## src/rtl/core/pngu_pkg.sv

```systemverilog
// Package for the PNG scanline unfilter core.
// Holds field widths, register indexes, filter codes and the word types of the two streams.
// No dependencies.
package pngu_pkg;

  // Parameter defaults
  localparam int MAX_LINE_BYTES_DEF  = 16384;
  localparam int MAX_PIXEL_BYTES_DEF = 8;

  // Register and field widths
  localparam int BPP_W   = 4;
  localparam int LEN_W   = 15;
  localparam int CFG_W   = 15;
  localparam int INDEX_W = 1;

  // Register indexes
  localparam logic [INDEX_W-1:0] REG_BYTES_PER_PIXEL = 1'd0;
  localparam logic [INDEX_W-1:0] REG_LINE_BYTES      = 1'd1;

  // Register reset values
  localparam logic [BPP_W-1:0] BPP_RESET = 4'd3;
  localparam logic [LEN_W-1:0] LEN_RESET = 15'd3;

  // Filter type codes
  localparam logic [7:0] FILT_NONE  = 8'd0;
  localparam logic [7:0] FILT_SUB   = 8'd1;
  localparam logic [7:0] FILT_UP    = 8'd2;
  localparam logic [7:0] FILT_AVG   = 8'd3;
  localparam logic [7:0] FILT_PAETH = 8'd4;

  // Byte given for a line with an unknown filter type
  localparam logic [7:0] BAD_FILL = 8'hFF;

  typedef struct packed {
    logic [7:0] data_byte;
    logic       image_start;
  } in_word_t;

  typedef struct packed {
    logic [7:0] pixel_byte;
    logic       line_end;
    logic       bad_filter;
  } out_word_t;

endpackage

```

## src/rtl/core/pngu_recon.sv

```systemverilog
// Byte reconstruction for one filtered PNG byte: None, Sub, Up, Average, Paeth.
// Depends on pngu_pkg for the filter codes and the fill byte.
module pngu_recon (
  input  logic [7:0] filter_type,
  input  logic [7:0] data_byte,
  input  logic [7:0] left_byte,
  input  logic [7:0] up_byte,
  input  logic [7:0] up_left_byte,
  output logic [7:0] pixel_byte,
  output logic       bad_filter
);
  import pngu_pkg::*;

  logic [8:0]        avg_sum;
  logic signed [9:0] dist_a;
  logic signed [9:0] dist_b;
  logic signed [9:0] dist_c;
  logic [9:0]        pa;
  logic [9:0]        pb;
  logic [9:0]        pc;
  logic [7:0]        pred;

  // Paeth distances: pa = |b - c|, pb = |a - c|, pc = |a + b - 2c|
  always_comb begin
    dist_a = $signed({2'b00, up_byte}) - $signed({2'b00, up_left_byte});
    dist_b = $signed({2'b00, left_byte}) - $signed({2'b00, up_left_byte});
    dist_c = dist_a + dist_b;
    pa = (dist_a < 0) ? 10'(-dist_a) : 10'(dist_a);
    pb = (dist_b < 0) ? 10'(-dist_b) : 10'(dist_b);
    pc = (dist_c < 0) ? 10'(-dist_c) : 10'(dist_c);
    if (pa <= pb && pa <= pc) begin
      pred = left_byte;
    end else if (pb <= pc) begin
      pred = up_byte;
    end else begin
      pred = up_left_byte;
    end
  end

  // Apply the line's filter rule or BAD_FILL; adds to data_byte wrap at 8 bits
  always_comb begin
    avg_sum    = {1'b0, left_byte} + {1'b0, up_byte};
    bad_filter = 1'b0;
    case (filter_type)
      FILT_NONE:  pixel_byte = data_byte;
      FILT_SUB:   pixel_byte = data_byte + left_byte;
      FILT_UP:    pixel_byte = data_byte + up_byte;
      FILT_AVG:   pixel_byte = data_byte + avg_sum[8:1];
      FILT_PAETH: pixel_byte = data_byte + pred;
      default: begin
        pixel_byte = BAD_FILL;
        bad_filter = 1'b1;
      end
    endcase
  end

endmodule
```

## config.mk

```make
export PLATFORM = sky130hd
export DESIGN_NAME = pngu_recon
export DESIGN_NICKNAME = d
export VERILOG_FILES = /design/src/rtl/core/pngu_pkg.sv /design/src/rtl/core/pngu_recon.sv
export SDC_FILE = /design/constraint.sdc
export NUM_CORES = 1
export LEC_CHECK = 0
export ABC_AREA = 1
export BUFFER_PORTS_ARGS = -buffer_cell sky130_fd_sc_hd__buf_2
export CAP_MARGIN = 40
export CORE_MARGIN = 4
export CORE_UTILIZATION = 35
export DETAILED_ROUTE_END_ITERATION = 8
export GPL_TIMING_DRIVEN = 0
export SYNTH_ARGS = -nofsm -noshare
export SYNTH_HDL_FRONTEND = slang
export SYNTH_SLANG_ARGS = --single-unit
```

## constraint.sdc

```tcl
create_clock -name vclk -period 7.4
set_input_delay 0.37 -clock vclk [all_inputs]
set_output_delay 0.37 -clock vclk [all_outputs]
set_load 0.05 [all_outputs]
```

Yosys cells after proc, flatten, opt, wreduce, memory -nomap -nowiden:

Index checks and enable logic that the tools add are counted.

* register bits: 0
* input port bits: 40
* word-level logic and storage cells: 31
* output and inout port bits: 9

* magnitude comparators: 6
* $add $sub $neg: 11
* equal/unequal tests: 4
* reductions and logical operators: 3
* muxes and demuxes: 7

Operators with widths (number)
* $pmux W8 S5: 1
* $add A8 B8 Y8: 4
* $le A10 B10 Y1: 3
* $mux W10: 3
* $neg A9 Y10: 2
* $lt A9 B1 Y1 const B: 2
* $sub A8 B8 Y9: 2
* $eq A8 B2 Y1 const B: 2
* $mux W8: 2
* $add A9 B9 Y10: 1
* $lt A10 B1 Y1 const B: 1
* $neg A10 Y10: 1
* $add A8 B8 Y9: 1
* $eq A8 B1 Y1 const B: 1
* $eq A8 B3 Y1 const B: 1
* $logic_not A8 Y1: 1
* $reduce_or A5 Y1: 1
* $logic_and A1 B1 Y1: 1
* $mux W1: 1

Depth between registers and ports, before layout:

Gate-level depths: netlist of run 1.

* word-level depth: 9
* gate-level depth with buffers: 48
* depth with buffers taken out: 48

Worst setup path before layout of run 1:

Ideal clock, no wire load.

* path kind: input-to-output
* from: in up_byte[0]
* to: out pixel_byte[6]
* arrival: 7.002 ns
* path slack: 0.028 ns
* data required time: 7.030 ns
* stages: 43
* buffers on the path: 0
* path through: inv_1 > ha_1 > inv_1 > fa_1 > xor2_1 > ha_1 > a21oi_1 > nand2_1 > xnor2_1 > nand3_1 > nor2_1 > nand2_1 > nor2_1 > nand2_1 > nand2_1 > nand2_1 > nand2_1 > inv_1 > (+7 left out) > nand2_1 > o21ai_0 > nand2_1 > nand2_1 > o21ai_1 > inv_1 > ha_1 > inv_1 > fa_1 > inv_1 > nand2_1 > nand2_1 > a21oi_1 > nor2_1 > nor2_1 > nor2_1 > nor3_1 > o311ai_0

* longest elaborated chain between the ends: 9
* elaborated cells between the ends (all ways): 19
* classes of those cells: add/sub (8); order compare (5); mux (5); reduce/logical (1)

Ends and longest elaborated chain
* start: declaration: line pngu_recon.sv:7 `input logic [7:0] up_byte,`
* $sub A8 B8 Y9: line pngu_recon.sv:25 `dist_a = $signed({2'b00, up_byte}) - $signed({2'b00, up_left_byte});`
* $add A9 B9 Y10: line pngu_recon.sv:27 `dist_c = dist_a + dist_b;`
* $neg A10 Y10 / $lt A10 B1 Y1 (equally long branches): line pngu_recon.sv:30 `pc = (dist_c < 0) ? 10'(-dist_c) : 10'(dist_c);`
* $mux W10: line pngu_recon.sv:30
* $le A10 B10 Y1 (on tied branches): line pngu_recon.sv:33, pngu_recon.sv:31
* $mux W8 / $logic_and A1 B1 Y1 (equally long branches): line pngu_recon.sv:33, pngu_recon.sv:31
* $mux W8: line pngu_recon.sv:31 `if (pa <= pb && pa <= pc) begin`
* $add A8 B8 Y8: line pngu_recon.sv:49 `FILT_PAETH: pixel_byte = data_byte + pred;`
* $pmux W8 S5 (*): line pngu_recon.sv:44 `case (filter_type)`
* end: declaration: line pngu_recon.sv:9 `output logic [7:0] pixel_byte,`

Every way passes the cells marked *; elsewhere a longest branch is shown, timed or not.

Final worst setup path of run 1:

Ends and elaborated chain as after synthesis.

==> impl_results.md, run 1 <==
* # IOs at 49
* Power per Cell Area at 173.4 mW/mm^2
* Fin crit period at 6.803 ns
* Die area at 0.01190 mm^2
* Max-cap viol count at 0
* DRT iter0 DRCs at 180
* Total power at 705.2 uW
* Vias in the first global route at 3785
* ANT cells at 0
* First-pass GRT wire length at 16740 um
* P&R area growth vs syn at 13.68%
* Ys Warns at 0
* Via Count at 3937
* Most frequent cell after synthesis: nand2_1
* Tightest Pin Transition at 0.7241 ns
* Routability Congestion at 0.8634
* Worst path bufs/invs at 8
* Outcome: complete, no violations
* Relative slew slack at 51.28%
* CP arrival at 6.43 ns
* DRC violations left at 0
* Mapped Cells at 613
* Synth area leaders: ha_1, nand2_1, inv_1
* Mean post-synth cell area at 5.836 um^2
* Vias/cell at 4.940
* Leakage power at 2.280 nW
* Sink of the worst hold path: pixel_byte[6]
* Fin Setup TNS at 0 ns
* Library cells used by synthesis at 42
* Post-CTS Hold Fix Bufs at 0
* CP startpoint kind: input port
* WHS Path Cells at 4
* Largest net degree at the start of global routing at 11
* WL per Instance at 12.17 um
* IO buf count at 49
* Worst Setup Path Type: in -> out
* Top post-synthesis cells by count: nand2_1, inv_1, ha_1, nand3_1, nor2_1
* HP Start: data_byte[6]
* Clkbuf count at 0
* Row cnt at 36
* Pre-CTS worst setup slack at 0.04560 ns
* Final antenna-violating net count at 0
* Critical path peak fanout at 10
* Tcrit/Tclk final at 91.93%
* Initial antenna violation count at 0
* Slew Viols, Final at 0
* Synth area leader: ha_1
* Total gr overflow at 0
* Max Clock Freq at 0.1470 GHz
* Die H at 109.1 um
* Setup WS post-layout at 0.5970 ns
* Register area at 0 um^2
* Kind of end point of the critical path: output pin
* RSZ-0062 raised after global routing: false
* Final Hold Vio Count at 0
* Final setup viols at 0
* CP max stage cell: fa_2
* Fin nets at 779
* Die X at 109.1 um
* Min-delay worst type: in -> out
* FF+latch count at 0
* Layout cells sized above 1 at 15.81%
* Top-area cell type share of the netlist area at 23.78%
* Syn Std Cell Area at 0.003577 mm^2
* CP top delay family: simple AND/OR/NAND/NOR gates
* Initial Util at 36.26%
* Hpwl dp at 8849 um
* Worst path max stage delay at 0.39 ns
* Register area share after synthesis at 0%
* Detailed Route WL at 9700 um
* Drt pass-1 iters at 4
* Final hold slack at 1.148 ns
* Cell mode on critical path: nand2_1
* All-layer global routing usage at 16.69%
* Max VDD drop at 0.05677 mV
* Core Region at 0.009864 mm^2
* Worst endpoint required time at 7.03 ns
report_power, final:
| part | leakage, nW | total (mW) | switching (mW) | internal, mW |
|---|---|---|---|---|
| Combinational | 2.28 | 0.705 | 0.436 | 0.269 |
| Clock | 0 | 0 | 0 | 0 |
| Sequential | 0 | 0 | 0 | 0 |
cell families (layout without fill, tap and decap cells):
family          after synthesis  after routing  share of synthesized area (%)
xor+xnor                     26             26                          6.366
simple gates                322            322                          41.45
other cells                   2              4                         0.2099
fa+ha+maj                    73             73                          26.58
buf+inv                     112            161                          12.10
compound gates               78             78                          13.29
through the flow:
step	instance area, um^2	instances	util [%]
finish	4066	797	41.22
global route	4066	797	41.22
CTS	3996	797	40.51
detailed placement	3996	797	40.51
global placement	3996	797	40.51
floorplan	3585	615	-
worst max-delay path by stage:
stage	start	end	slack, ns	cells after the start
floorplan	up_byte[0]	pixel_byte[6]	0.03	43
global placement	up_byte[0]	pixel_byte[6]	0.10	45
detailed placement	up_byte[0]	pixel_byte[6]	0.05	45
CTS	up_byte[0]	pixel_byte[6]	0.02	45
global route	up_left_byte[2]	pixel_byte[6]	0.004	47
finish	up_byte[0]	pixel_byte[6]	0.60	48
final cells by class:
type / instances / area (um^2)
tap: 133 / 166.4
inverter: 111 / 417.9
timing repair buffer: 49 / 247.7
multi-input combinational: 503 / 3219
fill: 1079 / 5798
buffer: 1 / 15.01
repair_timing:
action / CTS / global route
setup endpoints to repair: 0 / 4
hold endpoints to repair: 0 / 0
gates resized for setup: 0 / 18
buffers inserted: 0 / 0
layout by cell type, fill, tap and decap left out, types with 4 or more instances in the layout:
| master | count |
|---|---|
| nor2_2 | 7 |
| inv_2 | 4 |
| nand2_2 | 14 |
| o2111ai_1 | 4 |
| nor2_1 | 40 |
| nand3_2 | 4 |
| nand2_4 | 6 |
| o21ai_0 | 12 |
| conb_1 | 4 |
| xor2_1 | 16 |
| nand2_1 | 173 |
| nand4_1 | 15 |
| fa_1 | 4 |
| nand3_1 | 46 |
| a21oi_1 | 34 |
| nand3b_1 | 5 |
| xnor2_1 | 6 |
| ha_1 | 67 |
| o21a_1 | 4 |
| inv_1 | 105 |
| buf_2 | 48 |
metal layers:
| layer | GRT usage [%] | vias to the layer above | share of wire [%] |
|---|---|---|---|
| li1 | - | 2097 | - |
| met1 | 22.74 | 1781 | 49 |
| met2 | 30.00 | 50 | 47 |
| met3 | 0.5921 | 9 | 2.3 |
| met4 | 1.803 | 0 | 1.1 |
| met5 | 0 | - | 0 |
Note: power is estimated with default switching activity, not from simulation.
==> run 2: changes to the inputs <==
- RECOVER_POWER: unset -> 25
==> impl_results.md, run 2 (same netlist as run 1, synthesis figures left out) <==
* Placed Area at 0.003996 mm^2 (unchanged)
* Fin util at 41.16% (-0.063 points)
* Total power at 705.0 uW (about the same)
* Initial antenna violation count at 0 (unchanged)
* Power per Cell Area at 173.6 mW/mm^2 (+0.12%)
* Max VDD drop at 0.05677 mV (about the same)
* Largest net degree at the start of global routing at 11 (unchanged)
* First-pass GRT wire length at 16740 um (unchanged)
* DRC violations left at 0 (unchanged)
* Internal power at 268.8 uW (about the same)
* Vias/cell at 4.928 (-0.23%)
* # Post-CTS Setup Buffers at 0 (unchanged)
* # fillers at 1080 (+0.093%)
* Clock power share at 0% (unchanged)
* IO buf count at 49 (unchanged)
* Min-delay worst type: in -> out
* Kind of end point of the critical path: output pin
* Slew Viols, Final at 0 (unchanged)
* All-layer global routing usage at 16.69% (unchanged)
* Final Hold Vio Count at 0 (unchanged)
* P&R area growth vs syn at 13.50%
* Drt pass-1 iters at 4 (unchanged)
* Post-route cell area at 0.004060 mm^2 (-0.15%)
* Worst Setup Path Type: in -> out
* Final hold slack at 1.148 ns (+0.00001000 ns)
* RSZ-0062 raised after global routing: false
* Worst path max stage delay at 0.39 ns (about the same)
* Leakage power at 2.280 nW (about the same)
* Tightest Pin Transition at 0.7241 ns (unchanged)
* DRT iter0 DRCs at 193 (+7.2%)
* Register area at 0 um^2 (unchanged)
* Sw Share at 61.86% (about the same)
* Relative slew slack at 51.28% (unchanged)
* Row cnt at 36 (unchanged)
* Die H at 109.1 um (unchanged)
* Tcrit/Tclk final at 91.87% (about the same)
* CP max stage cell: fa_2
* Outcome: complete, no violations
* CP arrival at 6.43 ns (about the same)
* Via Count at 3928 (-0.23%)
* WL per Instance at 12.18 um (about the same)
* ANT cells at 0 (unchanged)
* Total gr overflow at 0 (unchanged)
* Layout cells sized above 1 at 15.66% (-0.15 points)
* Clkbuf count at 0 (unchanged)
* Worst path bufs/invs at 8 (unchanged)
* FF+latch count at 0 (unchanged)
* Final antenna-violating net count at 0 (unchanged)
* Seq pwr share at 0% (unchanged)
* CP top delay family: simple AND/OR/NAND/NOR gates
* Final setup viols at 0 (unchanged)
* CP startpoint kind: input port
* Post-CTS Hold Fix Bufs at 0 (unchanged)
* Max-cap viol count at 0 (unchanged)
* Initial Util at 36.26% (unchanged)
* Die X at 109.1 um (unchanged)
* Worst endpoint required time at 7.03 ns (about the same)
* Commonest non-fill, non-tap cells in the layout: nand2_1, inv_1, ha_1
* Cell mode on critical path: nand2_1
* Commonest non-fill, non-tap cell in the layout: nand2_1
* # IOs at 49 (unchanged)
* Fin crit period at 6.798 ns (-0.004585 ns)
* Critical path peak fanout at 10 (unchanged)
* Fin Setup TNS at 0 ns (unchanged)
* Hpwl dp at 8849 um (unchanged)
* Max Clock Freq at 0.1471 GHz (about the same)
* Core Region at 0.009864 mm^2 (unchanged)
* Routability Congestion at 0.8634 (unchanged)
* Die area at 0.01190 mm^2 (unchanged)
* Psw at 436.1 uW (about the same)
* Fin nets at 779 (unchanged)
* Detailed Route WL at 9707 um (about the same)
* Vias in the first global route at 3785 (unchanged)
* Logic pwr share at 100.0% (about the same)
[run 2: changes by cell type in the layout (fill, tap and decap cells not counted)]
cell,delta
nor4_2,-1
nor4_1,+1
[run 2: repair_timing]
action,in CTS,in global routing
setup endpoints to repair,0,4
hold endpoints to repair,0,0
gates resized for setup,0,18
[run 2: worst paths after layout]
check	slack, ns	start	endpoint	cells past startpoint
setup / recovery	0.60	up_byte[0]	pixel_byte[6]	48
hold / removal	1.15	data_byte[6]	pixel_byte[6]	4
[run 2: layout make-up]
class	instances	area (um^2)	area share [%]
inverters	111	417.9	10.29
plain buffers	1	15.01	0.3698
repair buffers	49	247.7	6.102
multi-input cells	503	3213	79.14
well taps	133	166.4	4.099
[run 2: tightest hold or removal path, stage by stage]
cell      delay, ns
buf_2          0.09
nand2_1        0.05
o311ai_1       0.06
buf_4          0.20
[run 2: per-stage QoR]
| stage | setup WS, ns | std cells |
|---|---|---|
| 2_1_floorplan | 0.02774 | 615 |
| 3_3_place_gp | 0.1005 | 797 |
| 3_5_place_dp | 0.04560 | 797 |
| 4_1_cts | 0.01683 | 797 |
| 5_1_grt | 0.003662 | 797 |
| 6_report | 0.6016 | 797 |
[run 2: routing by layer]
metal	vias up	track usage [%]	part of all wire (%)
met5	-	0	0
met4	0	1.803	1.1
met3	9	0.5921	2.2
met2	48	30.00	47
met1	1775	22.74	49
li1	2096	-	-
[run 2: power groups by stage]
stage	registers, mW	clock network [mW]	logic (mW)
global route	0	0	0.817
finish	0	0	0.705
global placement	0	0	0.667
floorplan	0	0	0.540
CTS	0	0	0.690
detailed placement	0	0	0.685
==> run 3: changes to the inputs <==
- clock period: 7.4 -> 7.05 ns (I/O delays scaled with it)
==> impl_results.md, run 3 (same netlist as run 1, synthesis figures left out) <==
* Commonest non-fill, non-tap cells in the layout: nand2_1, inv_1, ha_1
* WL per Instance at 12.52 um (+2.8%)
* Setup crit start: left_byte[0]
* Max-cap viol count at 0 (unchanged)
* Cell mode on critical path: nand2_1
* Worst path max stage delay at 0.44 ns (+0.05 ns)
* Kind of end point of the critical path: output pin
* Tightest Pin Transition at 0.7543 ns (+0.03019 ns)
* Leakage power at 2.324 nW (+1.9%)
* Total power at 801.4 uW (+14%)
* CP startpoint kind: input port
* Max Clock Freq at 0.1528 GHz
* Vias/cell at 4.963 (+0.70%)
* Critical path peak fanout at 10 (unchanged)
* Die area at 0.01190 mm^2 (unchanged)
* Drt pass-1 iters at 4 (unchanged)
* Worst endpoint required time at 6.70 ns (-0.33 ns)
* RSZ-0062 raised after global routing: false
* Min-delay worst type: in -> out
* Post-CTS Hold Fix Bufs at 0 (unchanged)
* Routed length on met3 at 355 um (+64%)
* Final setup viols at 0 (unchanged)
* Max VDD drop at 0.06279 mV (+11%)
* Relative slew slack at 49.25% (-2.0 points)
* Hpwl dp at 8946 um (+1.1%)
* Fin Setup TNS at 0 ns (unchanged)
* Row cnt at 36 (unchanged)
* Detailed Route WL at 10090 um (+4.0%)
* Fin nets at 788 (+1.2%)
* Top layer in use: met4
* Largest net degree at the start of global routing at 11 (unchanged)
* CP max stage cell: fa_2
* Final Hold Vio Count at 0 (unchanged)
* Placed Area at 0.003996 mm^2 (unchanged)
* Initial antenna violation count at 0 (unchanged)
* Die X at 109.1 um (unchanged)
* Die H at 109.1 um (unchanged)
* # IOs at 49 (unchanged)
* Final hold slack at 1.114 ns (-0.03410 ns)
* DRT iter0 DRCs at 173 (-10%)
* Commonest non-fill, non-tap cell in the layout: nand2_1
* P&R area growth vs syn at 19.94%
* Outcome: complete, no violations
* ANT cells at 0 (unchanged)
* Initial Util at 36.26% (unchanged)
* First-pass GRT wire length at 16870 um (+0.78%)
* Total gr overflow at 0 (unchanged)
* Tcrit/Tclk final at 92.86%
* FF+latch count at 0 (unchanged)
* Post-route cell area at 0.004290 mm^2 (+5.7%)
* Fin crit period at 6.546 ns
* DRC violations left at 0 (unchanged)
* Final antenna-violating net count at 0 (unchanged)
* All-layer global routing usage at 16.91% (+0.22 points)
* Vias in the first global route at 3829 (+1.2%)
* IO buf count at 49 (unchanged)
* Register area at 0 um^2 (unchanged)
* Wire length on met1 at 4764 um (-0.73%)
* Via Count at 4000 (+1.8%)
* Layout cells sized above 1 at 20.95% (+5.3 points)
* Slew Viols, Final at 0 (unchanged)
* DR WL met2 at 4810 um (+5.0%)
* Worst Setup Path Type: in -> out
* Routability Congestion at 0.8772 (+1.6%)
* Power per Cell Area at 186.8 mW/mm^2 (+7.6%)
* Core Region at 0.009864 mm^2 (unchanged)
* Pre-CTS worst setup slack at -0.2429 ns (-0.2885 ns)
* Clkbuf count at 0 (unchanged)
* Worst Setup EP: pixel_byte[6]
* Setup WS post-layout at 0.5037 ns (-0.09788 ns)
* CP arrival at 6.19 ns (-0.24 ns)
==> run 3: layout make-up <==
type                            instances  area (um^2)
Timing Repair Buffer                   58        314.1
Inverter                              111        421.7
Tap cell                              133        166.4
Buffer                                  1        15.01
Multi-Input combinational cell        503         3373
Fill cell                            1055         5574
==> run 3: how the worst min path moves through the flow <==
stage | slack, ns | cells past startpoint | endpoint | startpoint
finish | 1.11 | 4 | pixel_byte[6] | data_byte[6]
global placement | 1.14 | 4 | pixel_byte[3] | data_byte[3]
global route | 1.14 | 4 | pixel_byte[6] | data_byte[6]
floorplan | 1.10 | 2 | pixel_byte[0] | data_byte[0]
CTS | 1.12 | 4 | pixel_byte[6] | data_byte[6]
detailed placement | 1.14 | 4 | pixel_byte[3] | data_byte[3]
==> run 3: critical path: cells and delay by family <==
kind	cells	cell delay [ns]
AO/OA/AOI/OAI	7	1.36
XOR/XNOR	1	0.24
adder cells (fa/ha/maj)	5	1.50
buffers and inverters	6	0.83
AND/OR/NAND/NOR	23	1.92
==> run 3: what timing repair did <==
action / in CTS / in global routing
pin swaps: 0 / 22
resized for setup: 5 / 49
setup buffers: 0 / 9
cloned: 0 / 0
hold endpoints to repair: 0 / 0
endpoints found under the setup margin: 1 / 6
==> run 3: through the flow <==
| step | instances | utilization (%) |
|---|---|---|
| 2_1_floorplan | 615 | - |
| 3_3_place_gp | 797 | 40.51 |
| 3_5_place_dp | 797 | 40.51 |
| 4_1_cts | 797 | 40.73 |
| 5_1_grt | 806 | 43.49 |
| 6_report | 806 | 43.49 |
==> run 3: metal layers <==
layer,vias up,track usage [%]
li1,2115,-
met1,1794,23.06
met2,79,30.04
met3,12,0.2960
met4,0,2.976
met5,-,0
==> run 3: power by group <==
part,switching [mW],internal [mW]
clock network,0,0
registers,0,0
logic,0.485,0.316
